### src/hdl/tsms_pkg.sv
`timescale 1ns / 1ps
// ---------------------------------------------------------------------------
// tsms_pkg: shared constants for the time-slot message scheduler
// Field widths, slot windows, message identifiers and register reset values.
// ---------------------------------------------------------------------------
package tsms_pkg;

  localparam int unsigned TickW   = 9;
  localparam int unsigned ByteW   = 8;
  localparam int unsigned IdW     = 3;
  localparam int unsigned SlotCnt = 5;
  localparam int unsigned M50W    = 6;
  localparam int unsigned M100W   = 7;

  // Input item function codes
  localparam logic FuncTick = 1'b0;
  localparam logic FuncPoll = 1'b1;

  // Slot positions in priority order
  localparam int unsigned SlotBatt  = 0;
  localparam int unsigned SlotUltra = 1;
  localparam int unsigned SlotRight = 2;
  localparam int unsigned SlotLeft  = 3;
  localparam int unsigned SlotSteer = 4;

  // Message identifiers
  localparam logic [IdW-1:0] IdBatt  = 3'd7;
  localparam logic [IdW-1:0] IdUltra = 3'd6;
  localparam logic [IdW-1:0] IdRight = 3'd0;
  localparam logic [IdW-1:0] IdLeft  = 3'd1;
  localparam logic [IdW-1:0] IdSteer = 3'd2;

  localparam logic [TickW-1:0] WrapReset = 9'd500;

  // Modulo counter tops
  localparam logic [M50W-1:0]  M50Top  = 6'd49;
  localparam logic [M100W-1:0] M100Top = 7'd99;

  // Window bounds
  localparam logic [TickW-1:0] BattLo  = 9'd5;
  localparam logic [TickW-1:0] BattHi  = 9'd7;
  localparam logic [M50W-1:0]  UltraHi = 6'd2;
  localparam logic [M50W-1:0]  RightLo = 6'd10;
  localparam logic [M50W-1:0]  RightHi = 6'd12;
  localparam logic [M50W-1:0]  LeftLo  = 6'd20;
  localparam logic [M50W-1:0]  LeftHi  = 6'd22;
  localparam logic [M100W-1:0] SteerLo = 7'd15;
  localparam logic [M100W-1:0] SteerHi = 7'd17;

  typedef logic [SlotCnt-1:0] slot_vec_t;
  typedef logic [ByteW-1:0]   byte_t;
  typedef logic [IdW-1:0]     msg_id_t;
  typedef logic [TickW-1:0]   tick_t;

endpackage

### src/hdl/tsms_if.sv
`timescale 1ns / 1ps
// ---------------------------------------------------------------------------
// tsms_if: channel interfaces of the scheduler
// Input item channel, result channel and configuration write channel.
// ---------------------------------------------------------------------------
interface tsms_in_if;
  logic                 valid;
  logic                 ready;
  logic                 func;
  tsms_pkg::byte_t      battery_level;
  tsms_pkg::byte_t      steering_angle;
  tsms_pkg::byte_t      speed_left;
  tsms_pkg::byte_t      speed_right;
  tsms_pkg::byte_t      ultrasonic_range;
  logic                 tx_ready;

  modport source (output valid, func, battery_level, steering_angle, speed_left,
                  speed_right, ultrasonic_range, tx_ready, input ready);
  modport sink   (input valid, func, battery_level, steering_angle, speed_left,
                  speed_right, ultrasonic_range, tx_ready, output ready);
endinterface

interface tsms_out_if;
  logic              valid;
  logic              ready;
  logic              send_valid;
  tsms_pkg::msg_id_t msg_id;
  tsms_pkg::byte_t   msg_byte;
  tsms_pkg::tick_t   tick_now;

  modport source (output valid, send_valid, msg_id, msg_byte, tick_now, input ready);
  modport sink   (input valid, send_valid, msg_id, msg_byte, tick_now, output ready);
endinterface

interface tsms_cfg_if;
  logic            valid;
  logic            ready;
  tsms_pkg::tick_t data;

  modport source (output valid, data, input ready);
  modport sink   (input valid, data, output ready);
endinterface

### src/hdl/time_slot_message_scheduler_top.sv
`timescale 1ns / 1ps
// ---------------------------------------------------------------------------
// time_slot_message_scheduler_top: tick counter and slot-based send arbiter
//
// in_ch carries one transaction per item: func 0 advances the tick counter,
// func 1 polls the five send slots with the current measurement bytes and
// the transmitter ready flag. Every item yields exactly one transaction on
// out_ch with send_valid, msg_id, msg_byte and the tick value after the item.
// cfg_ch writes the tick wrap limit; it is always ready. The user must write it
// only while the block is idle; the block itself does not enforce this.
// The result of an accepted item is registered and shown in the cycle after
// its acceptance. Throughput is one item per cycle while out_ch is not
// stalled, set by the single output register. While out_ch is stalled the
// result holds and in_ch.ready drops, so no item is lost. The tick counter
// keeps running mod-50 and mod-100 companions so the periodic window checks
// are short compares. Reset clears the tick counter, the sent flags and the
// output valid, and loads the wrap limit with 500.
// ---------------------------------------------------------------------------
module time_slot_message_scheduler_top (
  input  logic        clk,
  input  logic        rst_n,
  tsms_in_if.sink     in_ch,
  tsms_out_if.source  out_ch,
  tsms_cfg_if.sink    cfg_ch
);

  // State
  tsms_pkg::tick_t                  wrap_r;
  tsms_pkg::tick_t                  tick_r, tick_nxt;
  logic [tsms_pkg::M50W-1:0]        m50_r, m50_nxt;
  logic [tsms_pkg::M100W-1:0]       m100_r, m100_nxt;
  tsms_pkg::slot_vec_t              sent_r, sent_nxt;

  // Result register
  logic              out_valid_r;
  logic              send_r, send_nxt;
  tsms_pkg::msg_id_t id_r, id_nxt;
  tsms_pkg::byte_t   byte_r, byte_nxt;

  logic                in_acc;
  tsms_pkg::slot_vec_t win;
  tsms_pkg::byte_t     slot_byte [tsms_pkg::SlotCnt];
  tsms_pkg::msg_id_t   slot_id   [tsms_pkg::SlotCnt];
  logic                rdy;

  assign cfg_ch.ready = 1'b1;
  assign in_ch.ready  = !out_valid_r || out_ch.ready;
  assign in_acc       = in_ch.valid && in_ch.ready;

  assign out_ch.valid      = out_valid_r;
  assign out_ch.send_valid = send_r;
  assign out_ch.msg_id     = id_r;
  assign out_ch.msg_byte   = byte_r;
  assign out_ch.tick_now   = tick_r;

  // Decode send windows from the tick and its modulo companions
  always_comb begin
    win[tsms_pkg::SlotBatt]  = (tick_r >= tsms_pkg::BattLo) && (tick_r <= tsms_pkg::BattHi);
    win[tsms_pkg::SlotUltra] = (m50_r <= tsms_pkg::UltraHi);
    win[tsms_pkg::SlotRight] = (m50_r >= tsms_pkg::RightLo) && (m50_r <= tsms_pkg::RightHi);
    win[tsms_pkg::SlotLeft]  = (m50_r >= tsms_pkg::LeftLo) && (m50_r <= tsms_pkg::LeftHi);
    win[tsms_pkg::SlotSteer] = (m100_r >= tsms_pkg::SteerLo) && (m100_r <= tsms_pkg::SteerHi);
  end

  // Map slots to their bytes and identifiers
  always_comb begin
    slot_byte[tsms_pkg::SlotBatt]  = in_ch.battery_level;
    slot_byte[tsms_pkg::SlotUltra] = in_ch.ultrasonic_range;
    slot_byte[tsms_pkg::SlotRight] = in_ch.speed_right;
    slot_byte[tsms_pkg::SlotLeft]  = in_ch.speed_left;
    slot_byte[tsms_pkg::SlotSteer] = in_ch.steering_angle;
    slot_id[tsms_pkg::SlotBatt]    = tsms_pkg::IdBatt;
    slot_id[tsms_pkg::SlotUltra]   = tsms_pkg::IdUltra;
    slot_id[tsms_pkg::SlotRight]   = tsms_pkg::IdRight;
    slot_id[tsms_pkg::SlotLeft]    = tsms_pkg::IdLeft;
    slot_id[tsms_pkg::SlotSteer]   = tsms_pkg::IdSteer;
  end

  // Advance the tick or arbitrate the slots for the accepted item
  always_comb begin
    tick_nxt = tick_r;
    m50_nxt  = m50_r;
    m100_nxt = m100_r;
    sent_nxt = sent_r;
    send_nxt = 1'b0;
    id_nxt   = '0;
    byte_nxt = '0;
    rdy      = in_ch.tx_ready;
    if (in_ch.func == tsms_pkg::FuncTick) begin
      if (tick_r >= wrap_r) begin
        tick_nxt = '0;
        m50_nxt  = '0;
        m100_nxt = '0;
      end else begin
        tick_nxt = tick_r + tsms_pkg::TickW'(1);
        m50_nxt  = (m50_r == tsms_pkg::M50Top) ? '0 : m50_r + tsms_pkg::M50W'(1);
        m100_nxt = (m100_r == tsms_pkg::M100Top) ? '0 : m100_r + tsms_pkg::M100W'(1);
      end
    end else begin
      // first open, unsent slot in priority order takes the ready line
      for (int s = 0; s < tsms_pkg::SlotCnt; s++) begin
        if (win[s]) begin
          if (!sent_r[s] && rdy) begin
            rdy         = 1'b0;
            send_nxt    = 1'b1;
            id_nxt      = slot_id[s];
            byte_nxt    = slot_byte[s];
            sent_nxt[s] = 1'b1;
          end
        end else begin
          sent_nxt[s] = 1'b0;
        end
      end
    end
  end

  // Hold the configuration register
  always_ff @(posedge clk) begin
    if (!rst_n) begin
      wrap_r <= tsms_pkg::WrapReset;
    end else if (cfg_ch.valid && cfg_ch.ready) begin
      wrap_r <= cfg_ch.data;
    end
  end

  // Update state and the result register
  always_ff @(posedge clk) begin
    if (!rst_n) begin
      tick_r      <= '0;
      m50_r       <= '0;
      m100_r      <= '0;
      sent_r      <= '0;
      out_valid_r <= 1'b0;
    end else begin
      if (in_acc) begin
        tick_r      <= tick_nxt;
        m50_r       <= m50_nxt;
        m100_r      <= m100_nxt;
        sent_r      <= sent_nxt;
        out_valid_r <= 1'b1;
      end else if (out_ch.ready) begin
        out_valid_r <= 1'b0;
      end
    end
  end

  // Load the result payload
  always_ff @(posedge clk) begin
    if (in_acc) begin
      send_r <= send_nxt;
      id_r   <= id_nxt;
      byte_r <= byte_nxt;
    end
  end

endmodule

### src/flat_wrapper.sv
// flat-port wrapper written by rule: the top's interface ports become plain ports
module time_slot_message_scheduler_top_flat 
  (clk, rst_n, in_ch_valid, in_ch_func, in_ch_battery_level, in_ch_steering_angle, in_ch_speed_left, in_ch_speed_right, in_ch_ultrasonic_range, in_ch_tx_ready, in_ch_ready, out_ch_valid, out_ch_send_valid, out_ch_msg_id, out_ch_msg_byte, out_ch_tick_now, out_ch_ready, cfg_ch_valid, cfg_ch_data, cfg_ch_ready);
  tsms_in_if in_ch_i ();
  tsms_out_if out_ch_i ();
  tsms_cfg_if cfg_ch_i ();
  input  logic clk;
  input  logic rst_n;
  input wire logic [$bits(in_ch_i.valid)-1:0] in_ch_valid;
  input wire logic [$bits(in_ch_i.func)-1:0] in_ch_func;
  input wire logic [$bits(in_ch_i.battery_level)-1:0] in_ch_battery_level;
  input wire logic [$bits(in_ch_i.steering_angle)-1:0] in_ch_steering_angle;
  input wire logic [$bits(in_ch_i.speed_left)-1:0] in_ch_speed_left;
  input wire logic [$bits(in_ch_i.speed_right)-1:0] in_ch_speed_right;
  input wire logic [$bits(in_ch_i.ultrasonic_range)-1:0] in_ch_ultrasonic_range;
  input wire logic [$bits(in_ch_i.tx_ready)-1:0] in_ch_tx_ready;
  output wire logic [$bits(in_ch_i.ready)-1:0] in_ch_ready;
  output wire logic [$bits(out_ch_i.valid)-1:0] out_ch_valid;
  output wire logic [$bits(out_ch_i.send_valid)-1:0] out_ch_send_valid;
  output wire logic [$bits(out_ch_i.msg_id)-1:0] out_ch_msg_id;
  output wire logic [$bits(out_ch_i.msg_byte)-1:0] out_ch_msg_byte;
  output wire logic [$bits(out_ch_i.tick_now)-1:0] out_ch_tick_now;
  input wire logic [$bits(out_ch_i.ready)-1:0] out_ch_ready;
  input wire logic [$bits(cfg_ch_i.valid)-1:0] cfg_ch_valid;
  input wire logic [$bits(cfg_ch_i.data)-1:0] cfg_ch_data;
  output wire logic [$bits(cfg_ch_i.ready)-1:0] cfg_ch_ready;
  assign in_ch_i.valid = in_ch_valid;
  assign in_ch_i.func = in_ch_func;
  assign in_ch_i.battery_level = in_ch_battery_level;
  assign in_ch_i.steering_angle = in_ch_steering_angle;
  assign in_ch_i.speed_left = in_ch_speed_left;
  assign in_ch_i.speed_right = in_ch_speed_right;
  assign in_ch_i.ultrasonic_range = in_ch_ultrasonic_range;
  assign in_ch_i.tx_ready = in_ch_tx_ready;
  assign in_ch_ready = in_ch_i.ready;
  assign out_ch_valid = out_ch_i.valid;
  assign out_ch_send_valid = out_ch_i.send_valid;
  assign out_ch_msg_id = out_ch_i.msg_id;
  assign out_ch_msg_byte = out_ch_i.msg_byte;
  assign out_ch_tick_now = out_ch_i.tick_now;
  assign out_ch_i.ready = out_ch_ready;
  assign cfg_ch_i.valid = cfg_ch_valid;
  assign cfg_ch_i.data = cfg_ch_data;
  assign cfg_ch_ready = cfg_ch_i.ready;
  time_slot_message_scheduler_top u_core (.clk(clk), .rst_n(rst_n), .in_ch(in_ch_i), .out_ch(out_ch_i), .cfg_ch(cfg_ch_i));
endmodule
### config.mk
export PLATFORM = sky130hd
export DESIGN_NAME = time_slot_message_scheduler_top_flat
export DESIGN_NICKNAME = d
export VERILOG_FILES = /design/src/hdl/tsms_pkg.sv /design/src/hdl/tsms_if.sv /design/src/hdl/time_slot_message_scheduler_top.sv /design/src/flat_wrapper.sv
export SDC_FILE = /design/constraint.sdc
export NUM_CORES = 1
export LEC_CHECK = 0
export ABC_AREA = 1
export BUFFER_PORTS_ARGS = -buffer_cell sky130_fd_sc_hd__buf_2
export CORE_MARGIN = 8
export CORE_UTILIZATION = 38
export CTS_CLUSTER_DIAMETER = 100
export CTS_CLUSTER_SIZE = 12
export DETAILED_ROUTE_END_ITERATION = 8
export SKIP_LAST_GASP = 1
export SYNTH_ARGS = -nofsm -noshare
export SYNTH_HDL_FRONTEND = slang
export SYNTH_SLANG_ARGS = --single-unit
### constraint.sdc
create_clock -name clk -period 1.7 [get_ports clk]
set_input_delay 0.34 -clock clk [delete_from_list [all_inputs] [get_ports clk]]
set_output_delay 0.34 -clock clk [all_outputs]
set_load 0.02 [all_outputs]
Word level (Yosys, flattened, before mapping). Cells that the tools add are included.

Add/sub/neg operators: 3. $lt $le $gt $ge: 10. Equality and inequality tests: 7. Multiplexer cells: 62. Bitwise operators: 1. Reduce and logical (&&, ||, !) cells: 24.

Operators with widths (number): $mux W8 (11); $mux W1 (35); $mux W3 (11); $reduce_and A3 Y1 (5); $mux W7 (2); $mux W6 (2); $logic_and A1 B1 Y1 (10); $ne A2 B2 Y1 const B (5); $add A9 B1 Y9 const B (1); $ge A9 B3 Y1 const B (1); $ge A9 B9 Y1 (1); $le A9 B3 Y1 const B (1); $mux W9 (1); $add A7 B1 Y7 const B (1); $eq A7 B7 Y1 const B (1); $ge A7 B4 Y1 const B (1); $le A7 B5 Y1 const B (1); $add A6 B1 Y6 const B (1); $eq A6 B6 Y1 const B (1); $ge A6 B4 Y1 const B (1); $ge A6 B5 Y1 const B (1); $le A6 B2 Y1 const B (1); $le A6 B4 Y1 const B (1); $le A6 B5 Y1 const B (1); 5 further kinds (10).

Register bits after elaboration: 49. Bits of input ports: 56. Output and inout bits: 24. Word-level logic and storage cells: 120.

Longest topological paths before layout.
Word-level depth: 20. Gate-level depth with buffers: 14. Depth with buffers taken out: 14.

Worst setup path before layout. OpenSTA, ideal clock, no wires.

Path kind: flip-flop to flip-flop. Start: reg u_core.tick_r[1] (netlist: u_core.out_ch.tick_now[1]). End: reg u_core.send_r (netlist: u_core.out_ch.send_valid), data pin. Library setup time: 0.249 ns. Arrival time: 1.721 ns. Required time: 1.451 ns. Slack: -0.270 ns. Cell stages (with the launch flop): 14. Buffers on the path: 1. Clock period less this slack: 1.970 ns. Cell sequence: dfxtp_1 ha_1 inv_1 nand3_1 nand2_1 inv_1 nand3_2 buf_6 nand2_1 inv_1 a21oi_1 nand4_1 nand2_1 inv_1.

Cells in the longest elaborated chain, start to end: 19.

RTL lines: start, declared (line time_slot_message_scheduler_top.sv:29) `tsms_pkg::tick_t tick_r, tick_nxt;`; start signal, assigned (line time_slot_message_scheduler_top.sv:136) `tick_r <= tick_nxt;`; $ge A9 B3 Y1 / $le A9 B3 Y1 (equally long branches) (line time_slot_message_scheduler_top.sv:58) `win[tsms_pkg::SlotBatt] = (tick_r >= tsms_pkg::BattLo) && (tick_r <= tsms_pkg::BattHi);`; $logic_and A1 B1 Y1 (*) (line time_slot_message_scheduler_top.sv:58); $mux W1 (line time_slot_message_scheduler_top.sv:102) `if (win[s]) begin`; $mux W1 (line time_slot_message_scheduler_top.sv:89) `if (in_ch.func == tsms_pkg::FuncTick) begin`; $logic_and A1 B1 Y1 (line time_slot_message_scheduler_top.sv:103) `if (!sent_r[s] && rdy) begin`; $mux W1 (line time_slot_message_scheduler_top.sv:103); $mux W1 (line time_slot_message_scheduler_top.sv:102); $mux W1 (line time_slot_message_scheduler_top.sv:89); [3 not listed]; $mux W1 (line time_slot_message_scheduler_top.sv:89); $logic_and A1 B1 Y1 (line time_slot_message_scheduler_top.sv:103); $mux W1 (line time_slot_message_scheduler_top.sv:103); $mux W1 (line time_slot_message_scheduler_top.sv:102); $mux W1 (line time_slot_message_scheduler_top.sv:89); $logic_and A1 B1 Y1 (line time_slot_message_scheduler_top.sv:103); $mux W1 (line time_slot_message_scheduler_top.sv:103); $mux W1 (*) (line time_slot_message_scheduler_top.sv:102); end signal, assigned (line time_slot_message_scheduler_top.sv:150) `send_r <= send_nxt;`; end, declared (line time_slot_message_scheduler_top.sv:36) `logic send_r, send_nxt;`.

Mark *: on every way between the ends. The rest lies on a longest branch, timed or not. The select of a mux whose other input is x is not followed. A chain may end at the register's enable or synchronous reset.

Worst setup path in the final report.
Start: reg u_core.tick_r[0] (netlist: u_core.out_ch.tick_now[0]). End: reg u_core.byte_r[3] (netlist: u_core.out_ch.msg_byte[3]), data pin.

Cells in the longest elaborated chain, start to end: 19.

RTL lines: $ge A9 B3 Y1 / $le A9 B3 Y1 (equally long branches) (line time_slot_message_scheduler_top.sv:58); $logic_and A1 B1 Y1 (*) (line time_slot_message_scheduler_top.sv:58); $mux W1 (line time_slot_message_scheduler_top.sv:102); $mux W1 (line time_slot_message_scheduler_top.sv:89); $logic_and A1 B1 Y1 (line time_slot_message_scheduler_top.sv:103); $mux W1 (line time_slot_message_scheduler_top.sv:103); $mux W1 (line time_slot_message_scheduler_top.sv:102); $mux W1 (line time_slot_message_scheduler_top.sv:89); [3 not listed]; $mux W1 (line time_slot_message_scheduler_top.sv:89); $logic_and A1 B1 Y1 (line time_slot_message_scheduler_top.sv:103); $mux W1 (line time_slot_message_scheduler_top.sv:103); $mux W1 (line time_slot_message_scheduler_top.sv:102); $mux W1 (line time_slot_message_scheduler_top.sv:89); $logic_and A1 B1 Y1 (line time_slot_message_scheduler_top.sv:103); $mux W8 (line time_slot_message_scheduler_top.sv:103); $mux W8 (*) (line time_slot_message_scheduler_top.sv:102); end signal, assigned (line time_slot_message_scheduler_top.sv:152) `byte_r <= byte_nxt;`; end, declared (line time_slot_message_scheduler_top.sv:38) `tsms_pkg::byte_t byte_r, byte_nxt;`.

Marks and branches as above.

==> qor.json <==
{
  "routing": {
    "vias": 3204,
    "routed_wire_length_per_instance_um": 13.36,
    "routed_via_density": 4.884,
    "remaining_drc_errors": 0,
    "drt-initial-drc-count": 168,
    "first_pass_iters": 4,
    "postRouteAntennaNets": 0,
    "detail_route.wirelength_um": 8766
  },
  "hold_path": {
    "min_delay_path_depth": 3,
    "worstHoldStart": "cfg_ch_data[8]",
    "whs_endpoint": "u_core.wrap_r[8]",
    "hold_removal_path_class": "input port to flip-flop"
  },
  "power": {
    "static-leakage-power_nw": 2.013,
    "design_power_total_mw": 2.459,
    "vdd_ir_drop_max_uv": 279.1,
    "p_per_area_mw_per_mm2": 554.3
  },
  "place": {
    "buffer_ports.inserted": 78,
    "postPlaceCellArea_mm2": 0.003984,
    "placement_stage_worst_setup_slack_ps": -165.0,
    "dp.final_hpwl_um": 6715,
    "finalWeightedCongestion": 0.9064
  },
  "synth": {
    "post_synth.cell_area_avg_um2": 7.436,
    "synth_sequential_area_ratio_pct": 35.17,
    "edff_count_synth": 12,
    "syn_nets": 494,
    "synth_flop_cell": "sky130_fd_sc_hd__dfxtp_1",
    "synth_top_cells_by_area": "sky130_fd_sc_hd__dfxtp_1 (24%), sky130_fd_sc_hd__edfxtp_1 (12%), sky130_fd_sc_hd__nand2_1 (9.6%)",
    "netlist.top_cell.by_area": "sky130_fd_sc_hd__dfxtp_1",
    "synth_compound_gate_area_share_pct": 12.63,
    "synth_cell_types": 40,
    "xor_xnor_share_of_the_synthesized_area_pct": 2.798,
    "synthesis.area_mm2": 0.003131,
    "synth_largest_type_area_fraction_pct": 23.66,
    "synth_fa_ha_area_share_pct": 6.795,
    "synth-async-reset-ratio_pct": 0,
    "synth_mux_area_share_pct": 0,
    "synth.yosys.warnings": 0,
    "syn-instance-count": 421,
    "simple_logic_cell_fraction_of_the_synthesized_area_pct": 33.33,
    "postSynthRegisterBits": 49,
    "main_combinational_cell_family_by_area_after_synthesis": "simple AND/OR/NAND/NOR gates"
  },
  "floorplanning": {
    "rows": 33,
    "core_area_mm2": 0.008093,
    "pin_count": 80,
    "initial_utilization_pct": 38.68,
    "die_h_um": 106.8,
    "floorplan.die_area_mm2": 0.01140,
    "die-width_um": 106.8
  },
  "run_status": {
    "outcome": "complete, but fails checks",
    "violations_in_the_final_reports": "setup timing"
  },
  "timing": {
    "finalWorstPathRequiredPeriod_ps": 1783,
    "min_period_over_period_pct": 104.9,
    "setup-violations-final": 25,
    "fmax_ghz": 0.5607,
    "skew_ps": 8.451,
    "hold_ws_ps": 243.5,
    "worst_slack_ps": -83.40,
    "drv_slew": 0,
    "rsz0062_at_grt": "true",
    "finalHoldViolCount": 0
  },
  "critical_path": {
    "critical_path_max_stage_delay_ps": 380,
    "worstPathRequired_ps": 1870,
    "worstRegToRegCells": 11,
    "worst_path_cell_with_the_longest_stage_delay": "sky130_fd_sc_hd__dfxtp_4",
    "arrival_time_of_data_at_the_critical_path_endpoint_ps": 1950,
    "timing.reg2reg.setup_slack_ps": -80,
    "critical_path_class": "flip-flop to flip-flop",
    "crit_start_category": "flip-flop",
    "ordered_cell_list_for_the_critical_path": "buf_6 > nor2_4 > nand2_1 > nand2_1 > inv_2 > nand3_4 > buf_6 > nand4_1 > nand3_1 > nand3_2 > a21oi_2",
    "crit_path_start": "u_core.out_ch.tick_now[0]",
    "critical_path.reg2reg.endpoint": "u_core.out_ch.msg_byte[3]",
    "worstSetupEndpointType": "flip-flop",
    "r2r_start": "u_core.out_ch.tick_now[0]",
    "cp_max_fo": 5
  },
  "final_layout": {
    "nets": 623,
    "layout.core_utilization_pct": 54.81,
    "layout.filler_cells": 779,
    "area_growth_syn_to_layout_pct": 41.69,
    "diodes": 0,
    "post-route-cell-area_mm2": 0.004436,
    "proportion_of_layout_cells_with_a_drive_suffix_above_1_pct": 41.74
  },
  "global_routing": {
    "maximum_number_of_pins_on_one_net_before_global_route_repair": 18,
    "first_global_vias": 3235,
    "globalRouteOverflowTotal": 0,
    "grt_antenna_before_repair": 0,
    "globalRouteTotalUtil_pct": 15.30,
    "grt_first_pass_wirelength_um": 14430
  },
  "clock_tree": {
    "cts_root_buffer": "sky130_fd_sc_hd__clkbuf_8",
    "worst_skew_pair.late_latency_ps": 310,
    "clock_tree.buffer_depth": 2,
    "tritoncts": "done",
    "clk_pin_slew_ps": 90,
    "tritoncts_buffer_count": 5,
    "clock_tree.htree_level_count": 2,
    "cts.sink_count": 49
  },
  "job": {
    "timing.max_cap.violations": 0
  }
}
sequential cells by signal, summed over array words and instances, names as in the netlist:
signal	cells
u_core.out_ch.send_valid	1
u_core.sent_r	5
u_core.out_ch.msg_byte	8
u_core.wrap_r	9
u_core.out_ch.tick_now	9
u_core.m50_r	6
u_core.m100_r	7
u_core.out_ch.valid	1
u_core.out_ch.msg_id	3
logic make-up (layout without fill, tap and decap cells):
| family | count (synthesis) | count (layout) |
|---|---|---|
| compound gates | 65 | 65 |
| fa+ha+maj | 17 | 17 |
| buf+inv | 69 | 198 |
| simple gates | 210 | 211 |
| other cells | 1 | 1 |
| flops | 49 | 49 |
| xor+xnor | 10 | 10 |
layer usage:
metal	up-vias	global-route usage [%]	share of wire, %
met5	-	0	0
met4	0	6.131	1.8
met3	12	4.139	6.6
met2	96	26.60	47
met1	1445	17.37	44
li1	1651	-	-
cells in the mapped netlist (8+ instances only):
cell type / n
sky130_fd_sc_hd__nand3b_1: 11
sky130_fd_sc_hd__inv_1: 51
sky130_fd_sc_hd__nor2_2: 8
sky130_fd_sc_hd__dfxtp_1: 37
sky130_fd_sc_hd__o21ai_0: 13
sky130_fd_sc_hd__nand2_1: 80
sky130_fd_sc_hd__ha_1: 17
sky130_fd_sc_hd__nand3_1: 36
sky130_fd_sc_hd__xor2_1: 8
sky130_fd_sc_hd__nand4_1: 16
sky130_fd_sc_hd__edfxtp_1: 12
sky130_fd_sc_hd__nor2_1: 38
sky130_fd_sc_hd__a21oi_1: 36
stage by stage:
step / std cells / TNS [ps]
after floorplan: 421 / -308.1
after global placement: 637 / -1386
after detailed placement: 637 / -2153
after CTS: 649 / -634.0
after global routing: 656 / -3985
final: 656 / -1183
power by group:
part	internal, mW	switching (mW)
registers	1.24	0.0194
logic	0.204	0.263
clock network	0.333	0.400
critical path, delay by kind of cell (launching register included):
family	cells	cell delay [ps]
AND/OR/NAND/NOR	7	820
buffers and inverters	3	340
AO/OA/AOI/OAI	1	120
flip-flops	1	380
worst max-delay path by stage:
stage | to | slack (ps) | cells after the start
after floorplan | u_core.out_ch.msg_byte[0] | -30 | 11
after global placement | u_core.out_ch.msg_byte[3] | -140 | 11
after detailed placement | u_core.out_ch.msg_byte[4] | -160 | 11
after CTS | u_core.out_ch.msg_byte[1] | -70 | 15
after global routing | u_core.out_ch.msg_byte[5] | -190 | 14
final | u_core.out_ch.msg_byte[3] | -80 | 11
what timing repair did:
action,in CTS,in global routing
hold buffers,0,0
pin swaps,22,35
setup buffers,3,8
endpoints found under the setup margin,33,35
cloned,1,0
resized for setup,25,40
placed cells by master, fill, tap and decap left out, types with 10 or more instances in the layout:
| master | count |
|---|---|
| sky130_fd_sc_hd__dfxtp_2 | 14 |
| sky130_fd_sc_hd__inv_1 | 43 |
| sky130_fd_sc_hd__nand4_1 | 16 |
| sky130_fd_sc_hd__a21oi_2 | 10 |
| sky130_fd_sc_hd__buf_2 | 78 |
| sky130_fd_sc_hd__a21oi_1 | 29 |
| sky130_fd_sc_hd__nor2_4 | 12 |
| sky130_fd_sc_hd__nor2_1 | 34 |
| sky130_fd_sc_hd__nand3_1 | 30 |
| sky130_fd_sc_hd__dfxtp_1 | 21 |
| sky130_fd_sc_hd__inv_2 | 11 |
| sky130_fd_sc_hd__ha_1 | 11 |
| sky130_fd_sc_hd__nand2_1 | 76 |
| sky130_fd_sc_hd__o21ai_0 | 13 |
| sky130_fd_sc_hd__edfxtp_1 | 12 |
| sky130_fd_sc_hd__nand3b_1 | 11 |
| sky130_fd_sc_hd__buf_4 | 46 |
cell type report:
class,count,area (µm²),share of cell area (%)
well taps,105,131.4,2.962
inverters,57,220.2,4.965
flip-flops and latches,49,1126,25.39
multi-input cells,304,2004,45.19
repair buffers,133,863.3,19.46
clock buffers,8,90.09,2.031
No activity file was read; power rests on OpenSTA's default activity.
